<file path="src/hw/rtl/swhdu_pkg.sv">
// Package for the single-wire half-duplex UART.
// Holds the payload structs, request codes, config indexes and phase enums.
// No dependencies.
package swhdu_pkg;

    // request codes carried in req_type
    localparam logic [1:0] REQ_TICK = 2'd0;
    localparam logic [1:0] REQ_READ = 2'd1;
    localparam logic [1:0] REQ_SEND = 2'd2;

    // configuration register indexes
    localparam logic [1:0] CFG_HALF_BIT_TICKS = 2'd0;
    localparam logic [1:0] CFG_GUARD_TICKS    = 2'd1;

    localparam logic [7:0]  HALF_BIT_TICKS_RST = 8'd4;
    localparam logic [15:0] GUARD_TICKS_RST    = 16'd1000;

    localparam logic [3:0] DATA_BITS = 4'd8;

    typedef enum logic {
        RX_IDLE = 1'b0,
        RX_RECV = 1'b1
    } t_rx_phase;

    typedef enum logic [1:0] {
        TX_IDLE  = 2'd0,
        TX_SEND  = 2'd1,
        TX_GUARD = 2'd2
    } t_tx_phase;

    typedef struct packed {
        logic [1:0] req_type;
        logic       line_level;
        logic [7:0] send_byte;
    } t_in_item;

    typedef struct packed {
        logic       line_drive_enable;
        logic       line_out;
        logic [7:0] read_data;
        logic       rx_ready;
        logic       tx_busy;
    } t_out_item;

    typedef struct packed {
        logic [7:0]  half_bit_ticks;
        logic [15:0] guard_ticks;
    } t_cfg;

endpackage

</file>
<file path="src/hw/rtl/single_wire_half_duplex_uart.sv">
// Top level of the single-wire half-duplex 8N1 UART.
// Depends on swhdu_pkg and swhdu_engine.
//
// Each input transaction is one timer tick (with a line sample), a read of the
// one-byte receive buffer, or a request to send a byte; every transaction
// yields exactly one result showing the line drive, the read byte, and the
// ready and busy flags after it. Throughput is one transaction per clock while
// the output is not stalled. The transaction lands in an input register, the
// engine's single pass of counter and shift logic runs off that register, and
// the result is captured in an output register. The output register decouples
// the channels, so a new transaction is taken while a result waits; input
// stall rises only when both registers are full and the output is stalled.
// Configuration (half-bit length, guard gap) is written through a separate
// valid/ready port that is always ready; write it only while no transaction
// is in flight.
module single_wire_half_duplex_uart (
    input  logic                 i_clk,
    input  logic                 i_rst_n,
    // transaction input
    input  logic                 i_in_valid,
    output logic                 o_in_stall,
    input  swhdu_pkg::t_in_item  i_in,
    // result output
    output logic                 o_out_valid,
    input  logic                 i_out_stall,
    output swhdu_pkg::t_out_item o_out,
    // configuration writes
    input  logic                 i_cfg_valid,
    output logic                 o_cfg_ready,
    input  logic [1:0]           i_cfg_index,
    input  logic [15:0]          i_cfg_data
);
    import swhdu_pkg::*;

    logic      r_in_valid;
    t_in_item  r_in;
    logic      r_out_valid;
    t_out_item r_out;
    t_cfg      r_cfg;

    logic      out_load;
    logic      step;
    t_out_item result;

    // output register can take a new result when empty or draining
    assign out_load   = !r_out_valid || !i_out_stall;
    assign step       = r_in_valid && out_load;
    assign o_in_stall = r_in_valid && !out_load;

    assign o_cfg_ready = 1'b1;
    assign o_out_valid = r_out_valid;
    assign o_out       = r_out;

    // input register
    always_ff @(posedge i_clk) begin
        if (!i_rst_n) begin
            r_in_valid <= 1'b0;
        end else if (!o_in_stall) begin
            r_in_valid <= i_in_valid;
        end
    end

    always_ff @(posedge i_clk) begin
        if (!o_in_stall && i_in_valid) begin
            r_in <= i_in;
        end
    end

    // result register
    always_ff @(posedge i_clk) begin
        if (!i_rst_n) begin
            r_out_valid <= 1'b0;
        end else if (out_load) begin
            r_out_valid <= r_in_valid;
        end
    end

    always_ff @(posedge i_clk) begin
        if (step) begin
            r_out <= result;
        end
    end

    // configuration registers; unknown indexes are ignored
    always_ff @(posedge i_clk) begin
        if (!i_rst_n) begin
            r_cfg.half_bit_ticks <= HALF_BIT_TICKS_RST;
            r_cfg.guard_ticks    <= GUARD_TICKS_RST;
        end else if (i_cfg_valid && o_cfg_ready) begin
            if (i_cfg_index == CFG_HALF_BIT_TICKS) begin
                r_cfg.half_bit_ticks <= i_cfg_data[7:0];
            end else if (i_cfg_index == CFG_GUARD_TICKS) begin
                r_cfg.guard_ticks <= i_cfg_data;
            end
        end
    end

    swhdu_engine u_engine (
        .i_clk    (i_clk),
        .i_rst_n  (i_rst_n),
        .i_step   (step),
        .i_item   (r_in),
        .i_cfg    (r_cfg),
        .o_result (result)
    );

`ifndef SYNTHESIS
    a_no_drop_on_stall: assert property (@(posedge i_clk) disable iff (!i_rst_n)
        (r_out_valid && i_out_stall) |=> r_out_valid)
        else $error("result lost while output stalled");

    a_stall_only_when_full: assert property (@(posedge i_clk) disable iff (!i_rst_n)
        o_in_stall |-> (r_in_valid && r_out_valid))
        else $error("input stalled with room in the pipeline");

    a_result_follows_step: assert property (@(posedge i_clk) disable iff (!i_rst_n)
        step |=> r_out_valid)
        else $error("processed transaction produced no result");
`endif

endmodule

</file>
<file path="src/hw/rtl/swhdu_engine.sv">
// UART engine: receive and transmit state plus the per-transaction step logic.
// Depends on swhdu_pkg.
module swhdu_engine (
    input  logic                 i_clk,
    input  logic                 i_rst_n,
    input  logic                 i_step,
    input  swhdu_pkg::t_in_item  i_item,
    input  swhdu_pkg::t_cfg      i_cfg,
    output swhdu_pkg::t_out_item o_result
);
    import swhdu_pkg::*;

    t_rx_phase   r_rx_phase,     n_rx_phase;
    logic [3:0]  r_rx_bit_index, n_rx_bit_index;
    logic [9:0]  r_rx_timer,     n_rx_timer;
    logic [7:0]  r_rx_shift,     n_rx_shift;
    logic [7:0]  r_rx_buffer,    n_rx_buffer;
    logic        r_rx_flag,      n_rx_flag;
    logic        r_prev_level,   n_prev_level;
    t_tx_phase   r_tx_phase,     n_tx_phase;
    logic [15:0] r_tx_timer,     n_tx_timer;
    logic [7:0]  r_tx_shift,     n_tx_shift;
    logic [3:0]  r_tx_bit_count, n_tx_bit_count;

    logic [7:0]  half_len;
    logic [8:0]  two_half;
    logic [9:0]  three_half;
    logic [15:0] tx_dec;
    logic [9:0]  rx_dec;
    logic [3:0]  tx_cnt_inc;
    logic [7:0]  read_data;
    logic        tx_level;
    logic [3:0]  tx_sel;

    // zero half-bit length behaves as one
    assign half_len   = (i_cfg.half_bit_ticks == 8'd0) ? 8'd1 : i_cfg.half_bit_ticks;
    assign two_half   = {half_len, 1'b0};
    assign three_half = {1'b0, two_half} + {2'b00, half_len};

    assign tx_dec     = (r_tx_timer != 16'd0) ? r_tx_timer - 16'd1 : 16'd0;
    assign rx_dec     = (r_rx_timer != 10'd0) ? r_rx_timer - 10'd1 : 10'd0;
    assign tx_cnt_inc = r_tx_bit_count + 4'd1;

    always_comb begin
        n_rx_phase     = r_rx_phase;
        n_rx_bit_index = r_rx_bit_index;
        n_rx_timer     = r_rx_timer;
        n_rx_shift     = r_rx_shift;
        n_rx_buffer    = r_rx_buffer;
        n_rx_flag      = r_rx_flag;
        n_prev_level   = r_prev_level;
        n_tx_phase     = r_tx_phase;
        n_tx_timer     = r_tx_timer;
        n_tx_shift     = r_tx_shift;
        n_tx_bit_count = r_tx_bit_count;
        read_data      = 8'd0;

        if (i_step) begin
            unique case (i_item.req_type)
                REQ_TICK: begin
                    // transmitter first; receiver sees its updated phase
                    unique case (r_tx_phase)
                        TX_SEND: begin
                            n_tx_timer = tx_dec;
                            if (tx_dec == 16'd0) begin
                                if (tx_cnt_inc <= DATA_BITS) begin
                                    n_tx_bit_count = tx_cnt_inc;
                                    n_tx_timer     = {7'd0, two_half};
                                end else begin
                                    n_tx_bit_count = 4'd0;
                                    if (i_cfg.guard_ticks == 16'd0) begin
                                        n_tx_phase = TX_IDLE;
                                    end else begin
                                        n_tx_phase = TX_GUARD;
                                        n_tx_timer = i_cfg.guard_ticks;
                                    end
                                end
                            end
                        end
                        TX_GUARD: begin
                            n_tx_timer = tx_dec;
                            if (tx_dec == 16'd0) begin
                                n_tx_phase = TX_IDLE;
                            end
                        end
                        default: begin
                            n_tx_phase = TX_IDLE;
                        end
                    endcase

                    if (r_rx_phase == RX_RECV) begin
                        n_rx_timer = rx_dec;
                        if (rx_dec == 10'd0) begin
                            if (r_rx_bit_index < DATA_BITS) begin
                                n_rx_shift[r_rx_bit_index[2:0]] = i_item.line_level;
                                n_rx_bit_index = r_rx_bit_index + 4'd1;
                                n_rx_timer     = {1'b0, two_half};
                            end else begin
                                // stop bit; full buffer drops the byte
                                if (i_item.line_level && !r_rx_flag) begin
                                    n_rx_buffer = r_rx_shift;
                                    n_rx_flag   = 1'b1;
                                end
                                n_rx_phase     = RX_IDLE;
                                n_rx_bit_index = 4'd0;
                            end
                        end
                    end else if (n_tx_phase == TX_IDLE && r_prev_level &&
                                 !i_item.line_level) begin
                        n_rx_phase     = RX_RECV;
                        n_rx_bit_index = 4'd0;
                        n_rx_timer     = three_half;
                    end
                    n_prev_level = i_item.line_level;
                end
                REQ_READ: begin
                    read_data   = r_rx_buffer;
                    n_rx_buffer = 8'd0;
                    n_rx_flag   = 1'b0;
                end
                REQ_SEND: begin
                    if (r_tx_phase == TX_IDLE) begin
                        n_tx_phase     = TX_SEND;
                        n_tx_shift     = i_item.send_byte;
                        n_tx_bit_count = 4'd0;
                        n_tx_timer     = {7'd0, two_half};
                        // abort any receive in progress
                        n_rx_phase     = RX_IDLE;
                        n_rx_bit_index = 4'd0;
                        n_rx_timer     = 10'd0;
                    end
                end
                default: begin
                end
            endcase
        end
    end

    // bit count 0 is the start bit
    assign tx_sel   = n_tx_bit_count - 4'd1;
    assign tx_level = (n_tx_bit_count == 4'd0 || n_tx_bit_count > DATA_BITS) ? 1'b0 :
                      n_tx_shift[tx_sel[2:0]];

    always_comb begin
        o_result.line_drive_enable = (n_tx_phase == TX_SEND);
        o_result.line_out          = (n_tx_phase == TX_SEND) ? tx_level : 1'b1;
        o_result.read_data         = read_data;
        o_result.rx_ready          = n_rx_flag;
        o_result.tx_busy           = (n_tx_phase != TX_IDLE);
    end

    always_ff @(posedge i_clk) begin
        if (!i_rst_n) begin
            r_rx_phase     <= RX_IDLE;
            r_rx_bit_index <= 4'd0;
            r_rx_timer     <= 10'd0;
            r_rx_shift     <= 8'd0;
            r_rx_buffer    <= 8'd0;
            r_rx_flag      <= 1'b0;
            r_prev_level   <= 1'b1;
            r_tx_phase     <= TX_IDLE;
            r_tx_timer     <= 16'd0;
            r_tx_shift     <= 8'd0;
            r_tx_bit_count <= 4'd0;
        end else begin
            r_rx_phase     <= n_rx_phase;
            r_rx_bit_index <= n_rx_bit_index;
            r_rx_timer     <= n_rx_timer;
            r_rx_shift     <= n_rx_shift;
            r_rx_buffer    <= n_rx_buffer;
            r_rx_flag      <= n_rx_flag;
            r_prev_level   <= n_prev_level;
            r_tx_phase     <= n_tx_phase;
            r_tx_timer     <= n_tx_timer;
            r_tx_shift     <= n_tx_shift;
            r_tx_bit_count <= n_tx_bit_count;
        end
    end

`ifndef SYNTHESIS
    a_rx_only_when_tx_idle: assert property (@(posedge i_clk) disable iff (!i_rst_n)
        (r_rx_phase == RX_RECV) |-> (r_tx_phase == TX_IDLE))
        else $error("receive active while transmitter busy");

    a_tx_count_idle_zero: assert property (@(posedge i_clk) disable iff (!i_rst_n)
        (r_tx_phase != TX_SEND) |-> (r_tx_bit_count == 4'd0))
        else $error("tx bit count nonzero outside send");

    a_counts_in_range: assert property (@(posedge i_clk) disable iff (!i_rst_n)
        (r_tx_bit_count <= DATA_BITS) && (r_rx_bit_index <= DATA_BITS))
        else $error("bit counter out of range");

    a_flag_set_on_tick: assert property (@(posedge i_clk) disable iff (!i_rst_n)
        $rose(r_rx_flag) |-> $past(i_step && i_item.req_type == REQ_TICK))
        else $error("ready flag set by a non-tick transaction");

    a_flag_clear_on_read: assert property (@(posedge i_clk) disable iff (!i_rst_n)
        (i_step && i_item.req_type == REQ_READ) |=> !r_rx_flag)
        else $error("ready flag survived a read");
`endif

endmodule

</file>
<file path="config.mk">
export PLATFORM = sky130hd
export DESIGN_NAME = single_wire_half_duplex_uart
export DESIGN_NICKNAME = d
export VERILOG_FILES = /design/src/hw/rtl/swhdu_pkg.sv /design/src/hw/rtl/single_wire_half_duplex_uart.sv /design/src/hw/rtl/swhdu_engine.sv
export SDC_FILE = /design/constraint.sdc
export NUM_CORES = 1
export LEC_CHECK = 0
export ABC_AREA = 1
export ABC_CLOCK_PERIOD_IN_PS = 4800
export BUFFER_PORTS_ARGS = -buffer_cell sky130_fd_sc_hd__buf_2
export CAP_MARGIN = 0
export CORE_MARGIN = 2
export CORE_UTILIZATION = 46
export DETAILED_ROUTE_END_ITERATION = 12
export MAX_ROUTING_LAYER = met4
export REMOVE_ABC_BUFFERS = 1
export SLEW_MARGIN = 30
export SYNTH_ARGS = -nofsm -noshare
export SYNTH_HDL_FRONTEND = slang
export SYNTH_HIERARCHICAL = 1
export SYNTH_SLANG_ARGS = --single-unit
</file>
<file path="constraint.sdc">
create_clock -name i_clk -period 4.8 [get_ports i_clk]
set_input_delay 0.72 -clock i_clk [delete_from_list [all_inputs] [get_ports i_clk]]
set_output_delay 0.72 -clock i_clk [all_outputs]
set_load 0.005 [all_outputs]
</file>
==> flow_summary.yaml, run 1 <==
die:
  placement_rows: 44
  dieWidth_um: 124
  die_h_um: 124
  io_pins: 49
  initial_utilization_pct: 46.4
  dieArea_um2: 15500
  core_um2: 14400
synthesis:
  ys_seq_area_share_pct: 37.1
  ys_warn_count: 6
  synth_top_cell_area_share_pct: 26.7
  synth_area_per_cell_um2: 6.74
  synth_cell_types: 43
  synth_area_um2: 6670
  yosysTopAreaCell: "dfxtp_1"
  synthTopCellsByArea: "dfxtp_1 (27%), nand2_1 (14%), edfxtp_1 (10%)"
  synthArstFlopShare_pct: 0
  synth_ff_type: "dfxtp_1"
  yosys_register_bits: 112
  synth_edf_count: 23
  postSynthCellCount: 990
cts:
  clkTransAtPathRegs_ns: 0.07
  clock_latency_ns: 0.36
  postCtsSetupBuffers: 0
  ctsHoldBuffers: 0
  clockBufferDepth: 2
  h-tree-depth: 3
  cts_buffers: 9
  cts.root.buffer_cell: "clkbuf_16"
  cts_resized: 0
  tritoncts: "built"
  clock-sinks: 112
sta:
  final_max_slew_viol_count: 0
  hold_violations: 0
  setup_viol: 0
  fin_crit_sh_pct: 69.1
  rsz0062_at_grt: "false"
  finClkSkew_ns: 0.0120
  fmaxAchievable_mhz: 302
  worst_pin_slew_ns: 0.798
  min_period_ns: 3.32
  max-slew-margin-rel_pct: 46.6
  setup-tns-final_ns: 0
critical_path:
  worst_setup_path_start_kind: "register"
  cp.required_ns: 4.92
  cp-end-kind: "register"
  r2r_start: "u_engine/r_tx_timer[0]$_SDFFE_PN0P_"
  path_max_fanout: 17
  arrival_ns: 3.43
  crit_type: "reg -> reg"
  cp-startpoint: "u_engine/r_tx_timer[0]$_SDFFE_PN0P_"
detailed_routing:
  via_count: 6226
  drtIter0Drc: 447
  drc: 0
  dr_wl_met2_mm: 7.01
  wire_per_inst_um: 13.3
  m1WireLength_mm: 8.31
  met3WireLength_um: 535
  routed_wl_mm: 16.1
  top_layer_used: "met4"
  ant_nets: 0
  first_pass_iters: 5
  routed_via_density: 5.14
final_layout:
  antenna_cells: 0
  layout_common_cells: "nand2_1 (241), nor2_1 (134), inv_1 (131), nand3_1 (97), dfxtp_1 (89)"
  final_common_cell: "nand2_1"
  syn2layout_area_growth_pct: 9.55
  fill_cells: 1433
  layout.cells.non_filler: 1212
  nets: 1074
  multiInputGateArea_um2: 3520
  register_area_um2: 2470
  drive_above_1_share_pct: 10.3
  post-route-cell-area_um2: 7310
placement:
  dp_cells: 1196
  placed_area_um2: 7000
  io_buffers: 47
  dp_hpwl_mm: 11.8
  place_congestion: 0.848
global_route:
  grt_pass1_vias: 5671
  grt_max_degree: 51
  antenna_found_initial: 0
  track_usage_pct: 22.0
  grt_first_pass_wirelength_mm: 27.4
  grt.overflow.total: 0
power_and_ir_drop:
  peakVddDrop_uv: 186
  p_leak_nw: 3.37
  p_per_area_nw_per_um2: 326
outcome:
  status: "finished clean"
job:
  drv_cap: 0
hold_path:
  hp-class: "reg -> reg"
  hp-start: "u_engine/r_rx_buffer[5]$_SDFFE_PN0P_"
[stage by stage]
stage	hold WS, ns	utilization [%]	setup slack [ns]	total power [mW]
after floorplan	0.445	-	1.40	1.47
after global placement	0.457	48.7	1.32	1.62
after detailed placement	0.457	48.7	1.28	1.62
after CTS	0.469	50.9	1.49	2.40
after global routing	0.489	50.9	1.06	2.54
final	0.468	50.9	1.48	2.38
[where the power goes]
group	total, mW	leakage [nW]	internal, mW	switching (mW)
clock	0.778	0.146	0.414	0.364
sequential	1.02	0.944	0.993	0.0286
combinational	0.581	2.29	0.190	0.391
[cells by family (layout without fill, tap and decap cells)]
| group | count (synthesis) | after routing | share of synthesized area, % |
|---|---|---|---|
| simple gates | 545 | 545 | 36.5 |
| compound gates | 138 | 138 | 11.5 |
| fa+ha+maj | 17 | 17 | 3.19 |
| xor+xnor | 3 | 3 | 0.394 |
| buf+inv | 166 | 204 | 10.1 |
| mux | 8 | 8 | 1.20 |
| flops | 112 | 112 | 37.1 |
| other cells | 1 | 1 | 0.0562 |
[cell type report]
class / instances / share of cell area (%)
multi-input cells: 712 / 48.2
flip-flops and latches: 112 / 33.8
inverters: 138 / 7.09
repair buffers: 50 / 3.53
well taps: 184 / 3.15
clock buffers: 10 / 3.13
clock inverters: 6 / 1.03
[worst max-delay path: stages, from the launching register on]
cell and delay, ns:
dfxtp_1 0.32, inv_1 0.16, ha_1 0.25, nand2_2 0.12
nor2_4 0.16, nand2_4 0.17, nand3_1 0.22, nand2_1 0.07
nor2_1 0.10, nand2_1 0.08, nor2_4 0.13, nand3_1 0.13
nand2_1 0.10, nand3_2 0.11, nand2_1 0.18, inv_1 0.09
ha_1 0.31, inv_1 0.07, nand3_1 0.08, nand3_1 0.07
nand3_1 0.09, nand2_1 0.05
[flip-flops by register name, summed over array words and instances, names as in the netlist, 2 cells and up]
| signal | flops |
|---|---|
| u_engine/r_tx_phase | 2 |
| u_engine/r_rx_timer | 10 |
| u_engine/r_rx_bit_index | 4 |
| u_engine/r_tx_bit_count | 4 |
| u_engine/r_tx_shift | 8 |
| u_engine/r_rx_buffer | 8 |
| u_engine/r_rx_shift | 8 |
| r_cfg | 24 |
| u_engine/r_tx_timer | 16 |
| o_out | 12 |
| r_in | 11 |
[synthesized netlist by cell type (8+ instances only)]
cell        n
nor2_2      8
nand3_2     9
o211ai_1   11
nor2_1    134
nand4_1    25
dfxtp_1    89
edfxtp_1   23
inv_1     131
ha_1       17
o21ai_0    39
a21oi_1    71
mux2i_1     8
clkbuf_1   15
nand2_1   241
nand3_1    97
[worst paths after layout]
path                                                to  slack [ns]  cells past startpoint
setup / recovery                   o_out[10]$_DFFE_PP_        1.48                     21
setup reg to reg                   o_out[10]$_DFFE_PP_        1.48                     21
hold / removal    u_engine/r_rx_buffer[5]$_SDFFE_PN0P_        0.47                      2
hold reg to reg   u_engine/r_rx_buffer[5]$_SDFFE_PN0P_        0.47                      2
[per-layer routing]
layer / vias to the layer above / global-route usage (%)
met5: - / -
met4: 0 / 6.54
met3: 22 / 3.82
met2: 101 / 32.6
met1: 2814 / 30.8
li1: 3289 / -
Power figures use the tool's default switching activity.
==> inputs of run 2 (changes only) <==
--- a/config.mk
+++ b/config.mk
@@ -5,8 +5,8 @@
 export SDC_FILE = /design/constraint.sdc
 export NUM_CORES = 1
 export LEC_CHECK = 0
-export ABC_AREA = 1
-export ABC_CLOCK_PERIOD_IN_PS = 4800
+export ABC_AREA = 0
+export ABC_CLOCK_PERIOD_IN_PS = 3250
 export BUFFER_PORTS_ARGS = -buffer_cell sky130_fd_sc_hd__buf_2
 export CAP_MARGIN = 0
 export CORE_MARGIN = 2
==> constraint.sdc (replaced) <==
create_clock -name i_clk -period 3.25 [get_ports i_clk]
set_input_delay 0.4875 -clock i_clk [delete_from_list [all_inputs] [get_ports i_clk]]
set_output_delay 0.4875 -clock i_clk [all_outputs]
set_load 0.005 [all_outputs]
==> run 2 against run 1 <==
Compared with the run above: flip-flop and latch count unchanged; synthesized area decreased by 4.6%; via count decreased by 13%; register-to-register slack got worse by 1.4 ns; clock skew decreased by 0.0033 ns; non-clock buffer count increased by 34; core utilization increased by 3.5 points; clock power increased by 40%; sequential power increased by 46%; count of clock-buffer cells in the layout unchanged.
==> flow_summary.yaml, run 2 <==
detailed_routing:
  wire_per_inst_um: 15.9
  drc: 0
  first_pass_iters: 7
  routed_wl_mm: 15.3
  via_count: 5414
  ant_nets: 0
  routed_via_density: 5.64
  drtIter0Drc: 359
hold_path:
  hold_path_end: "r_in[2]$_DFFE_PP_"
  hp-class: "in -> reg"
  hp-start: "i_in[2]"
  whs_path_depth: 1
critical_path:
  cp-end-kind: "register"
  path_max_fanout: 8
  cp.required_ns: 3.37
  worst_setup_path_start_kind: "register"
  r2r_cells: 12
  arrival_ns: 3.24
  rr_endpoint: "o_out[10]$_DFFE_PP_"
  rrSetupSlack_ns: 0.12
  r2r_start: "u_engine/r_tx_timer[1]$_SDFFE_PN0P_"
  crit_type: "reg -> reg"
die:
  die_h_um: 122
  initial_utilization_pct: 47.5
  dieArea_um2: 14800
  io_pins: 49
  dieWidth_um: 122
  core_um2: 13400
  placement_rows: 42
cts:
  postCtsSetupBuffers: 0
  clock_latency_ns: 0.36
  tritoncts: "built"
  h-tree-depth: 3
  clkTransAtPathRegs_ns: 0.08
  cts.root.buffer_cell: "clkbuf_16"
  clock-sinks: 112
  clockBufferDepth: 2
  cts_buffers: 9
sta:
  min_period_ns: 3.13
  setup-tns-final_ns: 0
  setup_viol: 0
  final_max_slew_viol_count: 0
  fin_crit_sh_pct: 96.2
  worst_hold_slack_ns: 0.294
  worst_pin_slew_ns: 0.864
  finClkSkew_ns: 0.00869
  hold_violations: 0
  max-slew-margin-rel_pct: 42.4
  rsz0062_at_grt: "true"
  fmaxAchievable_mhz: 320
global_route:
  grt_pass1_vias: 5178
  grt.overflow.total: 0
  track_usage_pct: 22.0
  grt_first_pass_wirelength_mm: 25.3
  antenna_found_initial: 0
  grt_max_degree: 80
placement:
  dp_hpwl_mm: 11.0
  dp_cells: 944
  place_congestion: 0.905
  io_buffers: 47
  placed_area_um2: 6930
final_layout:
  post-route-cell-area_um2: 7290
  syn2layout_area_growth_pct: 14.5
  antenna_cells: 0
  drive_above_1_share_pct: 17.0
  regMostFlops: "r_cfg"
  layout_common_cells: "nand2_1 (89), dfxtp_1 (88), buf_2 (47), nor2_1 (43), mux2i_1 (36)"
  nets: 830
  register_area_um2: 2470
  fill_cells: 1248
  layout.cells.non_filler: 960
  multiInputGateArea_um2: 3650
  largest_register_ffs: 24
  final_common_cell: "nand2_1"
  fin_util_pct: 54.4
synthesis:
  synthArstFlopShare_pct: 0
  synth_ff_type: "dfxtp_1"
  yosys_register_bits: 112
  synth_edf_count: 23
  synth_cell_types: 73
  synth_top_cell_area_share_pct: 28.0
  synthTopCellsByArea: "dfxtp_1 (28%), edfxtp_1 (11%), mux2i_1 (5.7%)"
  postSynthCellCount: 725
  synth_area_um2: 6360
  ys_warn_count: 6
  synth_area_per_cell_um2: 8.78
  yosysTopAreaCell: "dfxtp_1"
  ys_seq_area_share_pct: 38.9
  synth_top_cells_by_count: "dfxtp_1 (89), nand2_1 (89), nor2_1 (43)"
power_and_ir_drop:
  p_leak_nw: 2.94
  peakVddDrop_uv: 291
  p_per_area_nw_per_um2: 417
outcome:
  status: "finished clean"
job:
  drv_cap: 0
==> run 2: changes by cell type in the layout (fill, tap and decap cells not counted), sizes merged, moves of 11 or more <==
cell	change
nand4	-15
nand2	-160
and3	+11
nor2b	+33
nor2	-105
o21ai	-13
nand3	-85
a21oi	-37
buf	+34
inv	-104
a21boi	+15
xnor2	+13
and2	+14
mux2i	+28
==> run 2: cells by family (layout without fill, tap and decap cells) <==
kind of cell    Yosys count  in the layout  share of synthesized area (%)
xor+xnor                 19             19                           2.62
buf+inv                  70            129                           4.86
fa+ha+maj                18             18                           3.50
mux                      39             39                           6.19
simple gates            300            300                           25.4
flops                   112            112                           38.9
compound gates          166            166                           18.5
other cells               1              1                         0.0589
==> run 2: critical path: stages, from the launching register on <==
cell	delay, ns
dfxtp_1	0.34
or4_4	0.57
nor4_4	0.32
xnor2_2	0.18
a41oi_2	0.16
o21ai_1	0.18
nand2_1	0.08
a32oi_2	0.20
ha_2	0.35
nand2b_1	0.16
a21o_1	0.16
o211ai_1	0.08
nand3_1	0.09
==> run 2: stage by stage <==
| step | power [mW] | setup WS [ns] |
|---|---|---|
| 3_5_place_dp | 1.97 | -0.0116 |
| 5_1_grt | 3.19 | -0.0359 |
| 6_report | 3.04 | 0.122 |
| 3_3_place_gp | 1.97 | 0.0734 |
| 2_1_floorplan | 1.79 | -0.719 |
| 4_1_cts | 3.07 | 0.0218 |
==> run 2: layout make-up <==
cell class              instances  area share (%)
inverters                      29            1.49
clock inverters                 6           0.841
repair buffers                 84            7.38
well taps                     176            3.02
multi-input cells             543            50.2
clock buffers                  10            3.14
flip-flops and latches        112            34.0
==> run 2: worst max path at each step <==
stage / from / to / slack [ns] / cells after the start
after CTS: u_engine/r_tx_timer[0]$_SDFFE_PN0P_ / o_out[10]$_DFFE_PP_ / 0.02 / 13
after detailed placement: u_engine/r_tx_timer[1]$_SDFFE_PN0P_ / o_out[10]$_DFFE_PP_ / -0.01 / 12
final: u_engine/r_tx_timer[1]$_SDFFE_PN0P_ / o_out[10]$_DFFE_PP_ / 0.12 / 12
after global placement: u_engine/r_tx_timer[1]$_SDFFE_PN0P_ / o_out[10]$_DFFE_PP_ / 0.07 / 12
after global routing: u_engine/r_tx_timer[1]$_SDFFE_PN0P_ / o_out[10]$_DFFE_PP_ / -0.04 / 12
after floorplan: i_out_stall / o_out[10]$_DFFE_PP_ / -0.72 / 9
==> run 2: what timing repair did <==
item                                    in CTS  in global routing
cloned                                       0                  0
hold buffers                                 0                  0
endpoints found under the setup margin       1                  3
gates resized for setup                      1                 13
pin swaps                                    0                  4
==> run 2: power breakdown <==
| group | internal (mW) | switching, mW | total, mW | leakage (nW) |
|---|---|---|---|---|
| Sequential | 1.46 | 0.0321 | 1.49 | 0.940 |
| Combinational | 0.202 | 0.263 | 0.465 | 1.86 |
| Clock | 0.541 | 0.545 | 1.09 | 0.139 |
| Total | 2.20 | 0.840 | 3.04 | 2.94 |
==> run 2: routing by layer <==
metal  vias up  wire length [um]  global-route usage, %
met1      2582              7470                   29.7
li1       2734                 -                      -
met4         0               246                   6.61
met2        77              7110                   34.2
met3        21               437                   3.75
met5         -                 0                      -
